## src/rtl/core/ffa_pkg.sv

```systemverilog
`timescale 1ns / 1ps

package ffa_pkg;

    localparam logic [1:0] REQ_FILL    = 2'd0;
    localparam logic [1:0] REQ_WRITE   = 2'd1;
    localparam logic [1:0] REQ_READ    = 2'd2;
    localparam logic [1:0] REQ_ADVANCE = 2'd3;

    localparam logic [1:0] CFG_WIDTH = 2'd0;
    localparam logic [1:0] CFG_HEIGHT = 2'd1;
    localparam logic [1:0] CFG_SEED = 2'd2;

    localparam logic [1:0] PAT_ASH = 2'd0;
    localparam logic [1:0] PAT_YOUNG = 2'd1;
    localparam logic [1:0] PAT_CORNER = 2'd2;
    localparam logic [1:0] PAT_TENTH = 2'd3;

    localparam logic [2:0] CELL_ASH = 3'd0;
    localparam logic [2:0] CELL_YOUNG = 3'd1;
    localparam logic [2:0] CELL_OLD = 3'd2;
    localparam logic [2:0] CELL_IGNITE = 3'd3;
    localparam logic [2:0] CELL_BURN = 3'd4;
    localparam logic [2:0] CELL_DYING = 3'd5;

    localparam logic [31:0] LFSR_MASK = 32'h8020_0003;

    localparam logic [31:0] LIM_5 = 32'd858993459;
    localparam logic [31:0] LIM_10 = 32'd429496729;
    localparam logic [31:0] LIM_50 = 32'd85899345;
    localparam logic [31:0] LIM_100 = 32'd42949672;
    localparam logic [31:0] LIM_200 = 32'd21474836;
    localparam logic [31:0] LIM_1000 = 32'd4294967;
    localparam logic [31:0] LIM_20000 = 32'd214748;

    typedef struct packed {
        logic ign;
        logic burn;
        logic dying;
        logic old5;
    } nbr_t;

    typedef enum logic [3:0] {
        ST_IDLE,
        ST_FILL,
        ST_ACCESS,
        ST_ACC_CAP,
        ST_GEN_RD,
        ST_GEN_CAP,
        ST_GEN_START,
        ST_GEN_WAIT,
        ST_RESP
    } state_t;

endpackage

```

## src/rtl/core/ffa_rule_unit.sv

```systemverilog
`timescale 1ns / 1ps

module ffa_rule_unit
(
    input  logic             clk,
    input  logic             rst_n,
    input  logic             seed_load,
    input  logic [31:0]      seed_value,
    input  logic             start,
    input  logic [2:0]       centre_cell,
    input  ffa_pkg::nbr_t    nbr,
    output logic             done,
    output logic [2:0]       result
);

    logic [31:0]   lfsr_reg, lfsr_next, lfsr_step;
    logic          busy_reg, busy_next;
    logic [1:0]    stage_reg, stage_next;
    logic [2:0]    cell_reg, cell_next;
    ffa_pkg::nbr_t nbr_reg, nbr_next;
    logic          done_reg, done_next;
    logic [2:0]    result_reg, result_next;
    logic          en, last, hit;
    logic [31:0]   limit;
    logic [2:0]    hit_val, miss_val;

    assign lfsr_step = (lfsr_reg >> 1) ^ (lfsr_reg[0] ? ffa_pkg::LFSR_MASK : 32'd0);
    assign hit = lfsr_step < limit;

    always_comb
    begin
        en = 1'b1;
        last = 1'b1;
        limit = ffa_pkg::LIM_1000;
        hit_val = ffa_pkg::CELL_YOUNG;
        miss_val = ffa_pkg::CELL_ASH;
        case (cell_reg)
            ffa_pkg::CELL_YOUNG, ffa_pkg::CELL_OLD:
            begin
                last = stage_reg == 2'd3;
                hit_val = ffa_pkg::CELL_IGNITE;
                miss_val = cell_reg;
                case (stage_reg)
                    2'd0:
                    begin
                        en = nbr_reg.ign;
                        limit = (cell_reg == ffa_pkg::CELL_OLD) ? ffa_pkg::LIM_10
                                                                 : ffa_pkg::LIM_100;
                    end
                    2'd1:
                    begin
                        en = nbr_reg.burn;
                        limit = (cell_reg == ffa_pkg::CELL_OLD) ? ffa_pkg::LIM_5
                                                                 : ffa_pkg::LIM_50;
                    end
                    2'd2:
                    begin
                        en = nbr_reg.dying;
                        limit = (cell_reg == ffa_pkg::CELL_OLD) ? ffa_pkg::LIM_10
                                                                 : ffa_pkg::LIM_100;
                    end
                    default:
                    begin
                        if (cell_reg == ffa_pkg::CELL_OLD)
                        begin
                            en = nbr_reg.old5;
                            limit = ffa_pkg::LIM_20000;
                        end
                        else
                        begin
                            limit = ffa_pkg::LIM_200;
                            hit_val = ffa_pkg::CELL_OLD;
                        end
                    end
                endcase
            end
            ffa_pkg::CELL_IGNITE:
            begin
                limit = ffa_pkg::LIM_10;
                hit_val = ffa_pkg::CELL_BURN;
                miss_val = ffa_pkg::CELL_IGNITE;
            end
            ffa_pkg::CELL_BURN:
            begin
                limit = ffa_pkg::LIM_10;
                hit_val = ffa_pkg::CELL_DYING;
                miss_val = ffa_pkg::CELL_BURN;
            end
            ffa_pkg::CELL_DYING:
            begin
                limit = ffa_pkg::LIM_10;
                hit_val = ffa_pkg::CELL_ASH;
                miss_val = ffa_pkg::CELL_DYING;
            end
            default:
            begin
                limit = ffa_pkg::LIM_1000;
            end
        endcase
    end

    always_comb
    begin
        lfsr_next = lfsr_reg;
        busy_next = busy_reg;
        stage_next = stage_reg;
        cell_next = cell_reg;
        nbr_next = nbr_reg;
        done_next = 1'b0;
        result_next = result_reg;
        if (seed_load)
        begin
            lfsr_next = (seed_value == 32'd0) ? 32'd1 : seed_value;
        end
        else if (start)
        begin
            busy_next = 1'b1;
            stage_next = 2'd0;
            cell_next = centre_cell;
            nbr_next = nbr;
        end
        else if (busy_reg)
        begin
            if (en)
            begin
                lfsr_next = lfsr_step;
            end
            if (en && hit)
            begin
                busy_next = 1'b0;
                done_next = 1'b1;
                result_next = hit_val;
            end
            else if (last)
            begin
                busy_next = 1'b0;
                done_next = 1'b1;
                result_next = miss_val;
            end
            else
            begin
                stage_next = stage_reg + 2'd1;
            end
        end
    end

    always_ff @(posedge clk or negedge rst_n)
    begin
        if (!rst_n)
        begin
            lfsr_reg <= 32'd1;
            busy_reg <= 1'b0;
            done_reg <= 1'b0;
        end
        else
        begin
            lfsr_reg <= lfsr_next;
            busy_reg <= busy_next;
            done_reg <= done_next;
        end
    end

    always_ff @(posedge clk)
    begin
        stage_reg <= stage_next;
        cell_reg <= cell_next;
        nbr_reg <= nbr_next;
        result_reg <= result_next;
    end

    assign done = done_reg;
    assign result = result_reg;

    a_done_after_busy: assert property (@(posedge clk) disable iff (!rst_n)
        done_reg |-> $past(busy_reg))
        else $error("rule result without a pending cell");
    a_lfsr_nonzero: assert property (@(posedge clk) disable iff (!rst_n)
        lfsr_reg != 32'd0)
        else $error("random register reached zero");
    a_no_start_busy: assert property (@(posedge clk) disable iff (!rst_n)
        start |-> !busy_reg)
        else $error("rule unit restarted while busy");

endmodule

```

## config.mk

```make
export PLATFORM = sky130hd
export DESIGN_NAME = ffa_rule_unit
export DESIGN_NICKNAME = d
export VERILOG_FILES = /design/src/rtl/core/ffa_pkg.sv /design/src/rtl/core/ffa_rule_unit.sv
export SDC_FILE = /design/constraint.sdc
export NUM_CORES = 1
export LEC_CHECK = 0
export BUFFER_PORTS_ARGS = -buffer_cell sky130_fd_sc_hd__buf_2
export CAP_MARGIN = 25
export CORE_ASPECT_RATIO = 1.4
export CORE_MARGIN = 3
export CORE_UTILIZATION = 40
export CTS_CLUSTER_DIAMETER = 50
export DETAILED_ROUTE_END_ITERATION = 10
export PLACE_DENSITY = 0.58
export SKIP_LAST_GASP = 1
export SYNTH_ARGS = -nofsm -noshare
export SYNTH_HDL_FRONTEND = slang
export SYNTH_SLANG_ARGS = --single-unit
```

## constraint.sdc

```tcl
create_clock -name clk -period 3.28 [get_ports clk]
set_input_delay 0.492 -clock clk [delete_from_list [all_inputs] [get_ports clk]]
set_output_delay 0.492 -clock clk [all_outputs]
set_load 0.03 [all_outputs]
```

-- Word level (Yosys, flattened, before mapping)
Index checks and enable logic that the tools add are counted.
- add/sub/neg operators: 1
- $mul: 0
- divide/modulo/power cells: 0
- magnitude comparators: 1
- equality and inequality tests: 11
- shifts and indexed selects: 0
- muxes and demuxes: 33
- bitwise operators: 3
- reductions and logical operators: 15
- operator list (cell ; number):
    $mux W32 ; 6
    $pmux W32 S2 ; 1
    $pmux W30 S2 ; 1
    $logic_not A32 Y1 ; 1
    $lt A32 B32 Y1 ; 1
    $xor A31 B32 Y32 ; 1
    $mux W30 ; 1
    $mux W29 ; 1
    $mux W25 ; 1
    $pmux W3 S4 ; 2
    $mux W1 ; 14
    $reduce_and A4 Y1 ; 2
    $reduce_bool A2 Y1 ; 4
    $eq A3 B2 Y1 const B ; 2
    $eq A3 B3 Y1 const B ; 2
    $mux W2 ; 3
    $mux W3 ; 2
    $ne A2 B2 Y1 const B ; 3
    $reduce_or A3 Y1 ; 2
    $eq A2 B2 Y1 const B ; 2
    $reduce_or A2 Y1 ; 2
    $eq A3 B1 Y1 const B ; 1
    $pmux W1 S3 ; 1
    $reduce_and A3 Y1 ; 1
    6 further kinds ; 7
- register bits: 46
- latch bits: 0
- bits in writable memories: 0
- ROM bits: 0
- input bits: 43
- output and inout bits: 4
- logic and storage cells: 74
- memories kept: 0

-- Depth between registers and ports, before layout
Gate-level depths: netlist of the first run.
- depth after elaboration: 10
- mapped depth: 15
- mapped depth without buffers: 14

-- Least setup slack after synthesis of the first run
OpenSTA, ideal clock, no wires.
- path type: reg2reg
- from: register stage_reg[0]
- to: register result_reg[0], in the netlist result[0] (enable)
- setup time: 0.349 ns
- data arrival time: 3.174 ns
- data required time: 2.931 ns
- path slack: -0.243 ns
- stages on the path, launching flop included: 15
- path buffers: 0
- period minus slack after synthesis: 3.523 ns
- cell sequence: edfxtp_1 inv_1 ha_1 nor2_1 nor2_1 o21ai_0 o21a_1 a21boi_0 ha_1 a211oi_1 o211ai_1 o221ai_1 o2111ai_1 o21ai_2 nor3b_1
- longest elaborated chain between the ends: 8
- elaborated cells on any way between the ends: 14
- those cells by class: order compare (1); eq/ne (3); mux (5); reduce/logical (5)
- ends and longest elaborated chain (what ; RTL line ; source):
    from (decl) ; ffa_rule_unit.sv:18 ; logic [1:0] stage_reg, stage_next;
    from (signal assigned) ; ffa_rule_unit.sv:165 ; stage_reg <= stage_next;
    $eq A2 B2 Y1 / $logic_not A2 Y1 (equally long branches) ; ffa_rule_unit.sv:43 ; case (stage_reg)
    $reduce_or A2 Y1 (no line) ; -- ;
    $pmux W30 S2 ; ffa_rule_unit.sv:43 ;
    $pmux W32 S2 ; ffa_rule_unit.sv:37 ; case (cell_reg)
    $lt A32 B32 Y1 ; ffa_rule_unit.sv:28 ; assign hit = lfsr_step < limit;
    $logic_and A1 B1 Y1 ; ffa_rule_unit.sv:128 ; if (en && hit)
    $reduce_bool A2 Y1 (no line) * ; -- ;
    $reduce_and A4 Y1 (no line) * ; -- ;
    to (signal assigned) ; ffa_rule_unit.sv:168 ; result_reg <= result_next;
    to (decl) ; ffa_rule_unit.sv:22 ; logic [2:0] result_reg, result_next;
Every way passes the cells marked *; elsewhere a longest branch is shown, timed or not.
A chain may end at the register's enable or synchronous reset.

-- Worst setup path in the final report of the first run
- from: register stage_reg[0]
- to: register result_reg[0], in the netlist result[0], data pin
- longest elaborated chain between the ends: 7
- elaborated cells on any way between the ends: 14
- those cells by class: order compare (1); eq/ne (2); mux (7); reduce/logical (4)
- ends and longest elaborated chain (what ; RTL line):
    $eq A2 B2 Y1 / $logic_not A2 Y1 (equally long branches) ; ffa_rule_unit.sv:43
    $reduce_or A2 Y1 (no line) ; --
    $pmux W30 S2 ; ffa_rule_unit.sv:43
    $pmux W32 S2 ; ffa_rule_unit.sv:37
    $lt A32 B32 Y1 ; ffa_rule_unit.sv:28
    $logic_and A1 B1 Y1 ; ffa_rule_unit.sv:128
    $mux W3 * ; ffa_rule_unit.sv:128
Marks and branches as above.

==> results.toml, run 1 <==
[die]
die_h_um = 115
die_w_um = 83.6
initial_core_util = 0.411
dieArea_mm2 = 0.00957
ios = 47
rows = 39
core_area_mm2 = 0.00820

[timing]
period_share = 1.00
rsz0062_at_grt = "yes"
worst_pin_slew_ns = 0.801
layout_setup_ws_ns = 0.00137
hold_viol_final = 0
slew_violations = 0
min_period_ns = 3.28
finClkSkew_ns = 0.00605
max_freq_mhz = 305
setup_violations = 0
relSlewSlack = 0.466

[pwr]
p_comb_frac = 0.321
seq_power_share = 0.391
p_int_mw = 1.24
p_switching_mw = 0.603
power.share.clock = 0.288
power.leakage_nw = 1.98
swShare = 0.327
powerDensity_mw_per_mm2 = 417
peakVddDrop_v = 0.000231

[logic_synthesis]
yosysWarnings = 0
yosysTopAreaCell = "dfrtp_1"
avgSynthCellArea_um2 = 8.82
yosysSeqAreaShare = 0.360
ys_top_cells_by_area = "dfrtp_1, ha_1, edfxtp_1, o21a_1, o21ai_0"
ys_async_sr_fraction = 0.739
synth_flop_cell = "dfrtp_1"
ys_ff_latch = 46
synth_top_area_frac = 0.245
netlist_instances = 382
synth.cell_area_mm2 = 0.00337
synth_edf_count = 12
postSynthNetCount = 459
yosysUniqueCellTypes = 48

[clock_network]
cts.clk_slew.worst_paths_ns = 0.07
hold_buffers = 0
clock_insertion_delay_worst_skew_ns = 0.30
cts_max_path_buffers = 2
numCtsBuffers = 5
clock_sinks = 46
root_buffer = "clkbuf_16"
tritoncts = "yes"
htree_levels = 2

[placement]
gp_congestion = 0.863
place_ws_ns = -0.191
io_buffers = 46
hpwl_um = 7500

[global_route]
grt_max_degree = 46
grtUsageTotal = 0.202
antenna_found_initial = 0
grt_overflow = 0
grt_pass1_wl_um = 15200
grt_pass1_vias = 3063

[setup_path]
crit_required_ns = 3.33
path_common_cell = "buf_4"
cpPeakStageDelay_ns = 0.44
arrival_ns = 3.33
worst_path_max_delay_cell = "edfxtp_1"
path_class = "flip-flop to flip-flop"
crit_chain = "buf_4 > ha_4 > buf_4 > nor2_2 > nand2_1 > a21o_1 > ha_4 > and4_1 > o21ai_0 > a311o_1 > a2111oi_4 > buf_4 > a2bb2oi_2 > nor2_1"
cp-end-kind = "flip-flop"
cp_max_fo = 7
startpoint_type = "flip-flop"

[job]
max-cap-violations = 0

[final_layout]
layout-drive-gt1-share = 0.326
antenna_cells = 0
final_common_cell = "buf_4"
fin_nets = 551
final_cell_mix = "buf_4, buf_2, nand2_1"
post-route-util = 0.539
area_delta_synth_final_pct = 31.3
largest_reg_flops = 32

[route]
vias = 3144
wirelength_um = 9630
wl_per_cell_um = 16.7
postRouteAntennaNets = 0
drtPass1Iterations = 4
vias_per_cell = 5.45
dr.first_iter.drc_count = 116
drc = 0

[min_path]
worstHoldPathType = "input port to async pin"

[outcome]
status = "complete, no violations"
area by class of cell:
class	instances	area, um2
clock inverters	1	5.00
well taps	102	128
inverters	10	37.5
clock buffers	7	143
fillers	770	3780
repair buffers	106	684
flip-flops and latches	46	1210
multi-input cells	305	2210
path summary, 6_finish.rpt:
kind,cells after the start,slack [ns],from,endpoint
max in group asynchronous,1,2.51,rst_n,lfsr_reg[9]$_DFFE_PN0P_
setup / recovery,14,0.001,stage_reg[0]$_SDFFCE_PP0P_,result[0]$_DFFE_PP_
hold / removal,1,0.26,rst_n,lfsr_reg[29]$_DFFE_PN0P_
hold reg to reg,1,0.52,lfsr_reg[2]$_DFFE_PN0P_,lfsr_reg[2]$_DFFE_PN0P_
setup reg to reg,14,0.001,stage_reg[0]$_SDFFCE_PP0P_,result[0]$_DFFE_PP_
min in group clk,1,0.37,nbr[2],nbr_reg[2]$_DFFE_PP_
Yosys cell counts, drive strengths merged, types with 10 or more instances:
| library cell | n |
|---|---|
| a21oi | 14 |
| clkbuf | 18 |
| dfrtp | 33 |
| edfxtp | 12 |
| ha | 34 |
| inv | 10 |
| mux2i | 12 |
| nand2 | 46 |
| nor2 | 45 |
| nor4 | 10 |
| o21a | 30 |
| o21ai | 46 |
cells by family (layout without fill, tap and decap cells):
family,after synthesis,in the layout,synth area share
and+or+nand+nor,133,133,0.184
AOI/OAI and AO/OA,120,120,0.237
DFF,46,46,0.360
adders and majority gates,35,35,0.129
buffers and inverters,31,124,0.0394
muxes,12,12,0.0357
xor gates and xnor gates,5,5,0.0152
through the flow:
stage / hold slack, ns / cell area (um2) / instances / TNS (ns) / total power [mW]
after floorplan: 0.196 / 3390 / 382 / 0 / 1.05
after global placement: 0.494 / 4010 / 556 / -0.334 / 1.24
after detailed placement: 0.508 / 4010 / 556 / -1.19 / 1.26
after CTS: 0.295 / 4210 / 567 / -0.0781 / 1.80
after global routing: 0.327 / 4420 / 577 / -0.951 / 1.95
final: 0.264 / 4420 / 577 / 0 / 1.84
power by group through the flow:
stage | Combinational (mW) | Clock, mW | Sequential, mW
final | 0.592 | 0.531 | 0.720
after global routing | 0.660 | 0.562 | 0.730
after CTS | 0.539 | 0.542 | 0.721
after detailed placement | 0.525 | 0 | 0.732
after global placement | 0.511 | 0 | 0.731
after floorplan | 0.343 | 0 | 0.710
what timing repair did:
action | in CTS | in global routing
gates resized for setup | 9 | 37
endpoints found under the setup margin | 9 | 10
pin swaps | 4 | 20
buffers inserted | 3 | 10
gates cloned | 0 | 0
endpoints found under the hold margin | 0 | 0
routing by layer:
| layer | global-route usage | share of wire | up-vias |
|---|---|---|---|
| li1 | - | - | 1560 |
| met1 | 0.249 | 0.43 | 1491 |
| met2 | 0.339 | 0.49 | 72 |
| met3 | 0.0346 | 0.033 | 21 |
| met4 | 0.102 | 0.039 | 0 |
| met5 | 0 | 0 | - |
worst max-delay path, delay by kind of cell (launching register included):
family / cells / cell delay, ns
AOI/OAI and AO/OA: 5 / 1.16
buffers and inverters: 3 / 0.54
adders and majority gates: 2 / 0.46
DFF: 1 / 0.44
and+or+nand+nor: 4 / 0.44
Note: power is estimated with default switching activity, not from simulation.
==> run 2, diff against run 1 <==
Settings changed: RECOVER_POWER set to 50.
==> results.toml, run 2 (same netlist as run 1, synthesis figures left out) <==
[min_path]
min_to = "nbr_reg[2]$_DFFE_PP_"
worstHoldPathType = "input port to flip-flop"
whs_path_depth = 1
min_from = "nbr[2]"

[pwr]
powerDensity_mw_per_mm2 = 417
seq_power_share = 0.391
peakVddDrop_v = 0.000231
p_int_mw = 1.24
power.share.clock = 0.288
swShare = 0.327
p_comb_frac = 0.321
p_switching_mw = 0.603
power.leakage_nw = 1.98

[outcome]
violations = "capacitance limit, slew limit"
status = "finished, violations left"

[setup_path]
path_class = "flip-flop to flip-flop"
path_common_cell = "buf_4"
cp-end-kind = "flip-flop"
crit_chain = "buf_4 > ha_4 > buf_4 > nor2_2 > nand2_1 > a21o_1 > ha_4 > and4_1 > o21ai_0 > a311o_1 > a2111oi_4 > buf_4 > a2bb2oi_2 > nor2_1"
worst_path_max_delay_cell = "edfxtp_1"
startpoint = "stage_reg[0]$_SDFFCE_PP0P_"
r2r-start = "stage_reg[0]$_SDFFCE_PP0P_"
arrival_ns = 3.33
reg2reg_to = "result[0]$_DFFE_PP_"
reg2reg_depth = 14
cpPeakStageDelay_ns = 0.44
startpoint_type = "flip-flop"
crit_required_ns = 3.33
r2r_setup_slack_ns = 0.002
cp_max_fo = 7

[final_layout]
layout-drive-gt1-share = 0.324
fin_nets = 551
final_common_cell = "buf_4"
n_fill_cell = 771
antenna_cells = 0
area_delta_synth_final_pct = 31.2
largest_reg_flops = 32
final_cell_mix = "buf_4, nand2_1, buf_2"
post-route-util = 0.539

[timing]
slew_violations = 35
setup_violations = 0
hold_slack_ns = 0.368
max_freq_mhz = 305
hold_viol_final = 0
min_period_ns = 3.28
period_share = 1.00
rsz0062_at_grt = "yes"
worst_pin_slew_ns = 1.86
relSlewSlack = -0.239
finClkSkew_ns = 0.00605

[clock_network]
clock_insertion_delay_worst_skew_ns = 0.30
cts_max_path_buffers = 2
root_buffer = "clkbuf_16"
numCtsBuffers = 5
tritoncts = "yes"
clock_sinks = 46
cts.clk_slew.worst_paths_ns = 0.07
hold_buffers = 0
htree_levels = 2

[die]
ios = 47
die_w_um = 83.6
dieArea_mm2 = 0.00957
initial_core_util = 0.411
rows = 39
die_h_um = 115
core_area_mm2 = 0.00820

[job]
max-cap-violations = 1

[global_route]
grt_overflow = 0
antenna_found_initial = 0
grt_max_degree = 46
grt_pass1_wl_um = 15200
grt_pass1_vias = 3063
grtUsageTotal = 0.202

[route]
vias = 3140
drc = 0
dr.first_iter.drc_count = 116
drtPass1Iterations = 4
wl_per_cell_um = 16.7
wirelength_um = 9630
vias_per_cell = 5.44
postRouteAntennaNets = 0

[placement]
hpwl_um = 7500
io_buffers = 46
gp_congestion = 0.863
## run 2: worst max-delay path by stage
stage,end
after floorplan,result[0]$_DFFE_PP_
after global placement,result[1]$_DFFE_PP_
after global routing,result[1]$_DFFE_PP_
after CTS,result[1]$_DFFE_PP_
final,result[0]$_DFFE_PP_
after detailed placement,result[1]$_DFFE_PP_
## run 2: power by group through the flow
stage | Clock (mW) | Sequential (mW) | Combinational, mW
after detailed placement | 0 | 0.732 | 0.525
after global routing | 0.562 | 0.730 | 0.660
final | 0.531 | 0.720 | 0.592
after CTS | 0.542 | 0.721 | 0.539
after floorplan | 0 | 0.710 | 0.343
after global placement | 0 | 0.731 | 0.511
## run 2: final cells by class
class / count / area (um2) / area share
repair buffers: 106 / 683 / 0.155
clock buffers: 7 / 143 / 0.0323
clock inverters: 1 / 5.00 / 0.00113
well taps: 102 / 128 / 0.0289
multi-input cells: 305 / 2210 / 0.500
inverters: 10 / 37.5 / 0.00849
flip-flops and latches: 46 / 1210 / 0.274
## run 2: through the flow
stage	area [um2]	std cells	worst slack (ns)	total power [mW]	TNS (ns)
final	4420	577	0.00151	1.84	0
after global routing	4420	577	-0.139	1.95	-0.951
after CTS	4210	567	-0.0221	1.80	-0.0781
after detailed placement	4010	556	-0.191	1.26	-1.19
after global placement	4010	556	-0.0663	1.24	-0.334
after floorplan	3390	382	0.0244	1.05	0
## run 2: repair_timing
item	in CTS	in global routing
setup buffers	3	10
resized for setup	9	37
pin swaps	4	20
cloned	0	0
endpoints found under the setup margin	9	10
endpoints found under the hold margin	0	0
## run 2: routing by layer
layer | GRT usage | routed length (um) | share of wire | up-vias
li1 | - | - | - | 1560
met1 | 0.249 | 4200 | 0.44 | 1491
met2 | 0.339 | 4760 | 0.49 | 68
met3 | 0.0346 | 306 | 0.032 | 21
met4 | 0.102 | 374 | 0.039 | 0
met5 | 0 | 0 | 0 | -
## run 2: critical path: cells and delay by family (launching register included)
| family | cells | cell delay (ns) |
|---|---|---|
| flip-flops | 1 | 0.44 |
| buffers and inverters | 3 | 0.54 |
| AND/OR/NAND/NOR | 4 | 0.44 |
| adder cells (fa/ha/maj) | 2 | 0.46 |
| AO/OA/AOI/OAI | 5 | 1.16 |
